### src/rtl/core/dptf_pkg.sv
// ----------------------------------------------------------------------------
// dptf_pkg
// Shared types and framing characters for the debug packet transmit framer.
// ----------------------------------------------------------------------------
package dptf_pkg;

    // Framing characters of the remote serial protocol
    localparam logic [7:0] CH_START = 8'h24;  // '$'
    localparam logic [7:0] CH_HASH  = 8'h23;  // '#'
    localparam logic [7:0] CH_ESC   = 8'h7D;  // '}'
    localparam logic [7:0] CH_STAR  = 8'h2A;  // '*'
    localparam logic [7:0] ESC_XOR  = 8'h20;

    // Entries in the command queue between front and back
    localparam int QUEUE_DEPTH = 4;

    // One classified item, as handed from front to back
    typedef struct packed {
        logic       start;  // open a packet: send '$', clear the sum
        logic       has;    // item carries a payload byte
        logic       esc;    // payload byte goes out as '}' + byte ^ 0x20
        logic       last;   // close the packet: '#' and two hex digits
        logic [7:0] data;
    } t_cmd;

endpackage

### src/rtl/core/dptf_front.sv
// ----------------------------------------------------------------------------
// dptf_front
// Accepts input transactions, tracks the open packet and classifies each item.
// ----------------------------------------------------------------------------
module dptf_front (
    input  logic               i_clk,
    input  logic               i_rst_n,
    input  logic               i_valid,
    output logic               o_ready,
    input  logic [7:0]         i_data_byte,
    input  logic               i_escape_enable,
    input  logic               i_first_item,
    input  logic               i_last_item,
    input  logic               i_has_byte,
    input  logic               i_queue_ready,
    output logic               o_push,
    output dptf_pkg::t_cmd     o_cmd
);

    logic r_in_frame;
    logic n_in_frame;
    logic special;

    assign special = (i_data_byte == dptf_pkg::CH_HASH)  ||
                     (i_data_byte == dptf_pkg::CH_START) ||
                     (i_data_byte == dptf_pkg::CH_ESC)   ||
                     (i_data_byte == dptf_pkg::CH_STAR);

    assign o_ready = i_queue_ready;
    assign o_push  = i_valid && i_queue_ready;

    always_comb begin
        o_cmd.start = i_first_item || !r_in_frame;
        o_cmd.has   = i_has_byte;
        o_cmd.esc   = i_escape_enable && special;
        o_cmd.last  = i_last_item;
        o_cmd.data  = i_data_byte;
        n_in_frame  = r_in_frame;
        if (o_push) begin
            n_in_frame = !i_last_item;
        end
    end

    always_ff @(posedge i_clk) begin
        if (!i_rst_n) begin
            r_in_frame <= 1'b0;
        end else begin
            r_in_frame <= n_in_frame;
        end
    end

endmodule

### src/rtl/core/dptf_queue.sv
// ----------------------------------------------------------------------------
// dptf_queue
// Small command FIFO that decouples the front from the byte sequencer.
// ----------------------------------------------------------------------------
module dptf_queue #(
    parameter int DEPTH = dptf_pkg::QUEUE_DEPTH
) (
    input  logic               i_clk,
    input  logic               i_rst_n,
    input  logic               i_push,
    input  dptf_pkg::t_cmd     i_cmd,
    output logic               o_ready,
    input  logic               i_pop,
    output logic               o_valid,
    output dptf_pkg::t_cmd     o_cmd
);

    localparam int PTR_W = (DEPTH > 1) ? $clog2(DEPTH) : 1;
    localparam int CNT_W = $clog2(DEPTH + 1);
    localparam logic [PTR_W-1:0] PTR_LAST = PTR_W'(DEPTH - 1);
    localparam logic [CNT_W-1:0] CNT_FULL = CNT_W'(DEPTH);

    dptf_pkg::t_cmd   r_mem [DEPTH];
    logic [PTR_W-1:0] r_wr_ptr;
    logic [PTR_W-1:0] r_rd_ptr;
    logic [CNT_W-1:0] r_count;
    logic             do_push;
    logic             do_pop;

    assign o_ready = (r_count != CNT_FULL);
    assign o_valid = (r_count != '0);
    assign o_cmd   = r_mem[r_rd_ptr];
    assign do_push = i_push && o_ready;
    assign do_pop  = i_pop && o_valid;

    always_ff @(posedge i_clk) begin
        if (do_push) begin
            r_mem[r_wr_ptr] <= i_cmd;
        end
    end

    always_ff @(posedge i_clk) begin
        if (!i_rst_n) begin
            r_wr_ptr <= '0;
            r_rd_ptr <= '0;
            r_count  <= '0;
        end else begin
            if (do_push) begin
                r_wr_ptr <= (r_wr_ptr == PTR_LAST) ? '0 : r_wr_ptr + 1'b1;
            end
            if (do_pop) begin
                r_rd_ptr <= (r_rd_ptr == PTR_LAST) ? '0 : r_rd_ptr + 1'b1;
            end
            if (do_push && !do_pop) begin
                r_count <= r_count + 1'b1;
            end else if (do_pop && !do_push) begin
                r_count <= r_count - 1'b1;
            end
        end
    end

endmodule

### src/rtl/core/dptf_back.sv
// ----------------------------------------------------------------------------
// dptf_back
// Byte sequencer: expands each command into framed bytes and keeps the sum.
// ----------------------------------------------------------------------------
module dptf_back (
    input  logic               i_clk,
    input  logic               i_rst_n,
    input  logic               i_q_valid,
    input  dptf_pkg::t_cmd     i_q_cmd,
    output logic               o_pop,
    output logic               o_m_tvalid,
    input  logic               i_m_tready,
    output logic [7:0]         o_m_tdata,
    output logic               o_m_tlast
);

    typedef enum logic [2:0] {
        S_IDLE,
        S_START,
        S_ESC,
        S_DATA,
        S_HASH,
        S_HI,
        S_LO
    } t_step;

    t_step          r_step, n_step;
    dptf_pkg::t_cmd r_cmd, n_cmd;
    logic [7:0]     r_sum, n_sum;
    logic           r_out_valid, n_out_valid;
    logic [7:0]     r_out_byte, n_out_byte;
    logic           r_out_last, n_out_last;
    logic           out_free;
    logic [7:0]     payload;
    t_step          nxt;

    function automatic t_step step_after(dptf_pkg::t_cmd cmd, t_step cur);
        t_step after_data;
        t_step after_start;
        t_step res;
        after_data  = cmd.last ? S_HASH : S_IDLE;
        after_start = cmd.has ? (cmd.esc ? S_ESC : S_DATA) : after_data;
        case (cur)
            S_IDLE:  res = cmd.start ? S_START : after_start;
            S_START: res = after_start;
            S_ESC:   res = S_DATA;
            S_DATA:  res = after_data;
            S_HASH:  res = S_HI;
            S_HI:    res = S_LO;
            S_LO:    res = S_IDLE;
            default: res = S_IDLE;
        endcase
        return res;
    endfunction

    function automatic logic [7:0] hex_digit(logic [3:0] nib);
        return (nib < 4'd10) ? (8'h30 + {4'h0, nib}) : (8'h57 + {4'h0, nib});
    endfunction

    assign out_free   = !r_out_valid || i_m_tready;
    assign payload    = r_cmd.esc ? (r_cmd.data ^ dptf_pkg::ESC_XOR) : r_cmd.data;
    assign nxt        = step_after(r_cmd, r_step);
    assign o_m_tvalid = r_out_valid;
    assign o_m_tdata  = r_out_byte;
    assign o_m_tlast  = r_out_last;

    always_comb begin
        n_step      = r_step;
        n_cmd       = r_cmd;
        n_sum       = r_sum;
        n_out_valid = r_out_valid;
        n_out_byte  = r_out_byte;
        n_out_last  = r_out_last;
        o_pop       = 1'b0;

        if (out_free) begin
            n_out_valid = 1'b0;
        end

        if (r_step != S_IDLE) begin
            if (out_free) begin
                n_out_valid = 1'b1;
                n_out_last  = (r_step == S_LO);
                case (r_step)
                    S_START: begin
                        n_out_byte = dptf_pkg::CH_START;
                        n_sum      = 8'h00;
                    end
                    S_ESC: begin
                        n_out_byte = dptf_pkg::CH_ESC;
                        n_sum      = r_sum + dptf_pkg::CH_ESC;
                    end
                    S_DATA: begin
                        n_out_byte = payload;
                        n_sum      = r_sum + payload;
                    end
                    S_HASH:  n_out_byte = dptf_pkg::CH_HASH;
                    S_HI:    n_out_byte = hex_digit(r_sum[7:4]);
                    S_LO:    n_out_byte = hex_digit(r_sum[3:0]);
                    default: n_out_byte = r_out_byte;
                endcase
                n_step = nxt;
                // chain straight into the next command on the last byte
                if (nxt == S_IDLE && i_q_valid) begin
                    o_pop  = 1'b1;
                    n_cmd  = i_q_cmd;
                    n_step = step_after(i_q_cmd, S_IDLE);
                end
            end
        end else if (i_q_valid) begin
            o_pop  = 1'b1;
            n_cmd  = i_q_cmd;
            n_step = step_after(i_q_cmd, S_IDLE);
        end
    end

    always_ff @(posedge i_clk) begin
        if (!i_rst_n) begin
            r_step      <= S_IDLE;
            r_sum       <= 8'h00;
            r_out_valid <= 1'b0;
        end else begin
            r_step      <= n_step;
            r_sum       <= n_sum;
            r_out_valid <= n_out_valid;
        end
        r_cmd      <= n_cmd;
        r_out_byte <= n_out_byte;
        r_out_last <= n_out_last;
    end

endmodule

### src/rtl/core/debug_packet_tx_framer.sv
// ----------------------------------------------------------------------------
// debug_packet_tx_framer
// Transmit framer for debugger remote serial protocol packets.
// ----------------------------------------------------------------------------
//
//  channel  dir  tdata          tuser                                  tlast
//  -------  ---  -------------  -------------------------------------  ------------
//  s_axis   in   [7:0] byte     [0] escape_en [1] first [2] has_byte   last_item
//  m_axis   out  [7:0] out_byte -                                      end_of_frame
//
//  The input side takes one transaction per cycle while the command queue
//  (QUEUE_DEPTH entries) has room; it does not wait on the output.
//  The output side sends one byte per cycle while m_axis_tready holds high;
//  an item yields 0 to 6 output bytes ('$', '}', byte, '#', two hex digits);
//  the byte sequencer in the back part sets the sustained rate.
//  A sequencer that has gone idle first loads the next command and only then
//  sends its bytes, and an item that yields no byte still costs such a load.
//  Reset (i_rst_n low, synchronous) empties the queue, closes any open packet
//  and drops a pending output byte. A stall on m_axis holds the output
//  register; the queue then fills and s_axis_tready drops.
//
module debug_packet_tx_framer #(
    parameter int QUEUE_DEPTH = dptf_pkg::QUEUE_DEPTH
) (
    input  logic        i_clk,
    input  logic        i_rst_n,

    input  logic        s_axis_tvalid,
    output logic        s_axis_tready,
    input  logic [7:0]  s_axis_tdata,   // [7:0] data_byte
    input  logic [2:0]  s_axis_tuser,   // [0] escape_enable, [1] first_item, [2] has_byte
    input  logic        s_axis_tlast,   // last_item

    output logic        m_axis_tvalid,
    input  logic        m_axis_tready,
    output logic [7:0]  m_axis_tdata,   // [7:0] out_byte
    output logic        m_axis_tlast    // end_of_frame
);

    dptf_pkg::t_cmd front_cmd;
    dptf_pkg::t_cmd queue_cmd;
    logic           push;
    logic           queue_ready;
    logic           queue_valid;
    logic           pop;

    // Classify each accepted transaction: open a packet if needed, flag bytes
    // that need escaping.
    dptf_front u_front (
        .i_clk           (i_clk),
        .i_rst_n         (i_rst_n),
        .i_valid         (s_axis_tvalid),
        .o_ready         (s_axis_tready),
        .i_data_byte     (s_axis_tdata),
        .i_escape_enable (s_axis_tuser[0]),
        .i_first_item    (s_axis_tuser[1]),
        .i_last_item     (s_axis_tlast),
        .i_has_byte      (s_axis_tuser[2]),
        .i_queue_ready   (queue_ready),
        .o_push          (push),
        .o_cmd           (front_cmd)
    );

    // Hold classified commands so either side can stall on its own.
    dptf_queue #(
        .DEPTH (QUEUE_DEPTH)
    ) u_queue (
        .i_clk   (i_clk),
        .i_rst_n (i_rst_n),
        .i_push  (push),
        .i_cmd   (front_cmd),
        .o_ready (queue_ready),
        .i_pop   (pop),
        .o_valid (queue_valid),
        .o_cmd   (queue_cmd)
    );

    // Expand commands into framed bytes; the checksum lives here because it
    // follows the bytes in the order they go out.
    dptf_back u_back (
        .i_clk      (i_clk),
        .i_rst_n    (i_rst_n),
        .i_q_valid  (queue_valid),
        .i_q_cmd    (queue_cmd),
        .o_pop      (pop),
        .o_m_tvalid (m_axis_tvalid),
        .i_m_tready (m_axis_tready),
        .o_m_tdata  (m_axis_tdata),
        .o_m_tlast  (m_axis_tlast)
    );

endmodule

### config.mk
export PLATFORM = sky130hd
export DESIGN_NAME = debug_packet_tx_framer
export DESIGN_NICKNAME = d
export VERILOG_FILES = /design/src/rtl/core/dptf_pkg.sv /design/src/rtl/core/dptf_front.sv /design/src/rtl/core/dptf_queue.sv /design/src/rtl/core/dptf_back.sv /design/src/rtl/core/debug_packet_tx_framer.sv
export SDC_FILE = /design/constraint.sdc
export NUM_CORES = 1
export LEC_CHECK = 0
export BUFFER_PORTS_ARGS = -buffer_cell sky130_fd_sc_hd__clkbuf_2
export CAP_MARGIN = 10
export CORE_MARGIN = 1
export CORE_UTILIZATION = 41
export CTS_BUF_LIST = sky130_fd_sc_hd__clkbuf_4 sky130_fd_sc_hd__clkbuf_8
export CTS_CLUSTER_DIAMETER = 30
export DETAILED_ROUTE_END_ITERATION = 16
export SETUP_SLACK_MARGIN = 0.5
export SLEW_MARGIN = 10
export SYNTH_ARGS = -nofsm -noshare
export SYNTH_HDL_FRONTEND = slang
export SYNTH_SLANG_ARGS = --single-unit
### constraint.sdc
create_clock -name i_clk -period 3.6 [get_ports i_clk]
set_input_delay 0.36 -clock i_clk [delete_from_list [all_inputs] [get_ports i_clk]]
set_output_delay 0.36 -clock i_clk [all_outputs]
set_load 0.01 [all_outputs]
* Word-level counts from Yosys, hierarchy flattened
Memories as Yosys holds them, arrays and structs flattened. A register that Yosys moved wholly into a read port is not among the register bits.
Cells that the tools add are included.
W data, S select, Z words.
** Word-level totals
- Memories :: 1
- Logic and storage cells :: 110
- RAM bits :: 48
- Memory bits (read-only) :: 0
- Flip-flop bits (word level) :: 41
- Bits in latches :: 0
** Memories
- u_queue.r_mem :: depth 4, bits a word 12, rd ports 1, clocked after memory_dff 1, wr ports 1, line dptf_queue.sv:23 : dptf_pkg::t_cmd r_mem [DEPTH];
** Cells by class
- Bitwise operators :: 1
- Magnitude comparators :: 2
- Div/mod/pow operators :: 0
- Equal/unequal tests :: 15
- Add/sub/neg operators :: 10
- Reductions and logical operators :: 30
- Multiply operators :: 0
- Multiplexer cells :: 37
- Shifts and indexed selects :: 0
** Operators by type and width (count)
- $mux W12 :: 4
- $pmux W8 S6 :: 1
- $mux W3 :: 12
- $eq A8 B6 Y1 const B :: 3
- $pmux W8 S3 :: 1
- $pmux W3 S6 :: 1
- $add A7 B4 Y8 const A :: 2
- $mux W8 :: 2
- $add A6 B4 Y7 const A :: 2
- $mux W1 :: 11
- $eq A3 B3 Y1 const B :: 3
- $reduce_and A3 Y1 :: 3
- $reduce_bool A3 Y1 :: 3
- $add A8 B7 Y8 const B :: 1
- $add A8 B8 Y8 :: 1
- $eq A8 B7 Y1 const B :: 1
- $lt A4 B4 Y1 const B :: 2
- $mux W2 :: 4
- $logic_and A1 B1 Y1 :: 7
- $eq A3 B2 Y1 const B :: 2
- $logic_not A3 Y1 :: 2
- $mux W6 :: 1
- $reduce_bool A6 Y1 :: 1
- $logic_not A1 Y1 :: 5
- other kinds (12) :: 20

* Depth between registers and ports, before layout
- Word-level depth :: 13
- Depth in mapped cells :: 13

* Hierarchy
From an unflattened synthesis, not the netlist that was laid out.
** Unflattened totals
- Cells, all modules :: 342
- Area total of the unflattened synthesis :: 4379.2 um2
** By module, submodules not included
- dptf_queue :: instances 1, cells an instance 113, area an instance 2208.4 um2, sequential area each 1621.6 um2
- dptf_back :: instances 1, cells an instance 203, area an instance 1961.9 um2, sequential area each 870.8 um2
- dptf_front :: instances 1, cells an instance 26, area an instance 209.0 um2, sequential area each 20.0 um2

* Least setup slack after synthesis
No wires, ideal clock.
- Path kind :: register to register
- Start point :: register (tool-made name)
- End point :: register u_queue.r_count[2]
- Arrival time :: 2470 ps
- Slack :: 1054 ps
- Stages on the path, launching flop included :: 14
- Period minus slack after synthesis :: 2546 ps
- Library setup time :: 76 ps
- Cell sequence :: dfxtp_1 > nor2b_1 > buf_2 > a21oi_1 > a41o_1 > and3_1 > buf_6 > inv_2 > ha_1 > inv_1 > fa_1 > xor2_1 > or3_1 > a21boi_0
** RTL lines
- to (signal assigned) :: line dptf_queue.sv:55 : r_count <= r_count + 1'b1;
- to (signal assigned) :: line dptf_queue.sv:57 : r_count <= r_count - 1'b1;
- to (decl) :: line dptf_queue.sv:26 : logic [CNT_W-1:0] r_count;

* Final worst setup path
- Start point :: register u_back.r_step[0]
- End point :: register u_queue.r_count[2]
** Between the ends
- Longest elaborated chain between the ends :: 11
- Elaborated cells between the ends (all ways) :: 19
- Classes of those cells :: eq/ne (5); mux (5); reduce/logical (9)
** RTL lines
- from (decl) :: line dptf_back.sv:27 : t_step r_step, n_step;
- from (signal assigned) :: line dptf_back.sv:123 : r_step <= n_step;
- $eq A3 B3 Y1, or another cell as far along :: line dptf_back.sv:43 : case (cur)
- $pmux W3 S6 :: line dptf_back.sv:43
- $logic_not A3 Y1 :: line dptf_back.sv:104 : if (nxt == S_IDLE && i_q_valid) begin
- $logic_and A1 B1 Y1 :: line dptf_back.sv:104
- $mux W1 :: line dptf_back.sv:104
- $mux W1 :: line dptf_back.sv:81 : if (out_free) begin
- $mux W1 * :: line dptf_back.sv:80 : if (r_step != S_IDLE) begin
- $logic_and A1 B1 Y1 * :: line dptf_queue.sv:34 : assign do_pop = i_pop && o_valid;
- $logic_not A1 Y1 :: line dptf_queue.sv:54 : if (do_push && !do_pop) begin
- $logic_and A1 B1 Y1 :: line dptf_queue.sv:54
- $mux W3 / $reduce_bool A2 Y1 (equally long branches)
Every way passes the cells marked *; elsewhere a longest branch is shown, timed or not.
A chain may end at the register's enable or synchronous reset.

==> run metrics <==
horizontal die dimension approximately 100 um; part of the Yosys area used for sequential elements about three fifths; most frequently used cell type in the post-synthesis netlist sky130_fd_sc_hd__edfxtp_1; proportion of synthesized flip-flops having asynchronous set or reset 0%; CTS Root Buffer Type sky130_fd_sc_hd__clkbuf_8; cell taking the most area after synthesis sky130_fd_sc_hd__edfxtp_1; number of top-level pins 27; number of library cell types mapped by synthesis 52; count of unresolved DRC violations after routing 0; insertion delay of the later-clocked pin in the worst-skew pair 0.36 ns; Post-Route Setup TNS 0 ns; final core area utilization 46.8%; First DRT Iteration DRCs 90; max capacitance violation total 0; Max Clock Freq 350 MHz; synthesized netlist cell count 335; number of global-route vias before repair 2575; Post-Synthesis Cell Area 0.00428 sq mm; number of flops mapped to enable cells by yosys 69; Floorplan Core Area 0.00995 sq mm; worst slack at placement ~0.75 ns; main area contributors after synthesis sky130_fd_sc_hd__edfxtp_1, sky130_fd_sc_hd__dfxtp_1, sky130_fd_sc_hd__mux4_2; clock sink total 91; # diodes 0; largest clock skew in the final design 0.0133 ns; DIE AREA 0.0108 sq mm; average via count per standard cell ~5.3; Worst Setup Start Kind flop; count of hold buffers inserted by post-cts repair 0; final clock period utilization by the worst path 79.5%; arrival time at the worst endpoint approximately 3.2 ns; global-route wire length before repair 12.7 mm; predominant post-synthesis flop cell sky130_fd_sc_hd__edfxtp_1; launching element of the worst setup path u_back.r_step[0]; setup ws final 0.739 ns; critical setup path kind reg -> reg; Yosys top cell area share between 40% and 50%; number of warnings issued by yosys 0; pin count of the biggest net entering global routing 29; number of detailed-routing iterations run before antenna repair 4; post-synthesis sequential element count between 90 and 100; average instance area after synthesis 12.8 sq um; r2r worst-path depth 11; worst hold path class in -> reg; wire length after detailed routing 7.64 mm; DP Area around 0.0045 sq mm; GP Congestion 0.819; Max VDD drop 0.000277 V; Overall Global Routing Usage between 10% and 20%; origin of the worst min-delay path s_axis_tuser[2]; average wire per standard cell 15.5 um; layout cell share with drive strength beyond 1 17.5%; most common library cells after synthesis sky130_fd_sc_hd__edfxtp_1, sky130_fd_sc_hd__nand2_1, sky130_fd_sc_hd__dfxtp_1, sky130_fd_sc_hd__o21ai_0, sky130_fd_sc_hd__inv_1; Inserted Clock Buffers 9; detailed placement HPWL about 5.2 mm; nets in the synthesized netlist 368; CP endpoint kind flop; Max Root-Sink Buffers 2; number of setup violations in the final report 0; vias post-DR ~2.6k; worst rel slew slack 44.3%; Area Overhead vs Synth 8.80%; Pwr Density 760 mW/mm^2; largest fanout of any net on the critical path 18; die height 104 um; Net count, final 388; Leakage between 1.5 and 2 nW; H-tree depth 3; final critical path time including I/O delays and setup 2.86 ns; floorplan row count 36; antenna violation net count after detailed routing 0; RSZ-0062 raised after global routing no; Reg clk slew, reported paths 0.10 ns; number of antenna violations at the first check in global routing 0; TritonCTS clock tree yes; cell depth of the worst hold path 1; overflow left after global routing 0; outcome completed; initial standard-cell utilization of the core 43.0%; total count of hold-check failures in the final report 0; number of I/O port buffers 26; slew of the pin with the lowest slew margin 0.834 ns; cell area after layout 0.00465 sq mm; count of final max-slew check failures 0; r2r startpoint u_back.r_step[0]; Critical Path RT 3.90 ns
-- state kept, by name (all words and copies together), names as in the netlist, 2 cells and up, named ones only --
register	flops
u_back.r_step	3
u_back.r_sum	8
u_back.r_cmd	12
u_back.o_m_tdata	8
u_queue.r_wr_ptr	2
u_queue.r_mem	48
u_queue.r_count	3
u_queue.r_rd_ptr	2
-- metrics by stage --
| step | total power, W | instances | hold WS (ns) |
|---|---|---|---|
| final | 0.00354 | 493 | 0.216 |
| after global routing | 0.00379 | 493 | 0.203 |
| after CTS | 0.00357 | 493 | 0.205 |
| after detailed placement | 0.00294 | 477 | 0.482 |
| after global placement | 0.00292 | 477 | 0.471 |
| after floorplan | 0.00266 | 335 | 0.454 |
-- placed cells by master (no fill, tap or decap), types with 5 or more instances in the layout --
| master | instances |
|---|---|
| sky130_fd_sc_hd__a21oi_1 | 15 |
| sky130_fd_sc_hd__a22oi_1 | 6 |
| sky130_fd_sc_hd__and3_1 | 5 |
| sky130_fd_sc_hd__clkbuf_2 | 26 |
| sky130_fd_sc_hd__clkbuf_8 | 9 |
| sky130_fd_sc_hd__dfxtp_1 | 20 |
| sky130_fd_sc_hd__edfxtp_1 | 69 |
| sky130_fd_sc_hd__ha_1 | 15 |
| sky130_fd_sc_hd__inv_1 | 16 |
| sky130_fd_sc_hd__mux2i_1 | 6 |
| sky130_fd_sc_hd__mux4_2 | 12 |
| sky130_fd_sc_hd__nand2_1 | 28 |
| sky130_fd_sc_hd__nand2b_1 | 5 |
| sky130_fd_sc_hd__nand3_1 | 5 |
| sky130_fd_sc_hd__nor2_1 | 13 |
| sky130_fd_sc_hd__nor2b_1 | 11 |
| sky130_fd_sc_hd__o21ai_0 | 19 |
| sky130_fd_sc_hd__o21ai_1 | 5 |
| sky130_fd_sc_hd__or3_1 | 5 |
| sky130_fd_sc_hd__xnor2_1 | 8 |
-- power breakdown --
| part | switching, W | total, W | internal [W] |
|---|---|---|---|
| combinational | 0.000660 | 0.00121 | 0.000549 |
| sequential | 0.000239 | 0.00170 | 0.00146 |
| clock | 0.000371 | 0.000625 | 0.000255 |
| total | 0.00127 | 0.00354 | 0.00227 |
-- repair_timing --
| action | CTS | global route |
|---|---|---|
| setup endpoints to repair | 0 | 2 |
| resized for setup | 0 | 2 |
| setup buffers | 0 | 0 |
-- area by class of cell --
cell class	count	area [sq um]
inverters	18	67.6
multi-input cells	208	1590
well taps	133	166
fillers	909	5300
flip-flops and latches	91	2510
clock buffers	9	124
clock inverters	7	51.3
repair buffers	27	138
-- cell families (layout without fill, tap and decap cells) --
| kind of cell | count (synthesis) | after routing | synth area share, % |
|---|---|---|---|
| xor gates and xnor gates | 11 | 11 | 2.25 |
| DFF | 91 | 91 | 58.7 |
| adders and majority gates | 17 | 17 | 5.32 |
| buffers and inverters | 36 | 61 | 4.04 |
| and+or+nand+nor | 93 | 93 | 11.8 |
| AOI/OAI and AO/OA | 69 | 69 | 10.1 |
| muxes | 18 | 18 | 7.72 |
-- worst paths after layout --
check                         end  slack (ns)
max            u_queue.r_count[2]        0.74
max reg2reg    u_queue.r_count[2]        0.74
min reg2reg                  flop        0.49
min          u_queue.r_mem[2][10]        0.22
-- layer usage --
metal	track usage [%]	wire length, um
met5	0	0
met3	4.20	304
met4	4.59	93
met1	18.7	3510
met2	25.7	3730
-- worst max-delay path, cell delays in order, from the launching register on --
cell and delay [ns]:
sky130_fd_sc_hd__dfxtp_1 0.70, sky130_fd_sc_hd__nor2b_4 0.27, sky130_fd_sc_hd__a21oi_1 0.07, sky130_fd_sc_hd__a41o_1 0.25, sky130_fd_sc_hd__and3_1 0.20, sky130_fd_sc_hd__inv_2 0.09, sky130_fd_sc_hd__ha_1 0.18, sky130_fd_sc_hd__inv_1 0.06
sky130_fd_sc_hd__fa_1 0.38, sky130_fd_sc_hd__xor2_1 0.16, sky130_fd_sc_hd__or3_1 0.30, sky130_fd_sc_hd__a21boi_0 0.15
(Power assumes the default switching activity.)
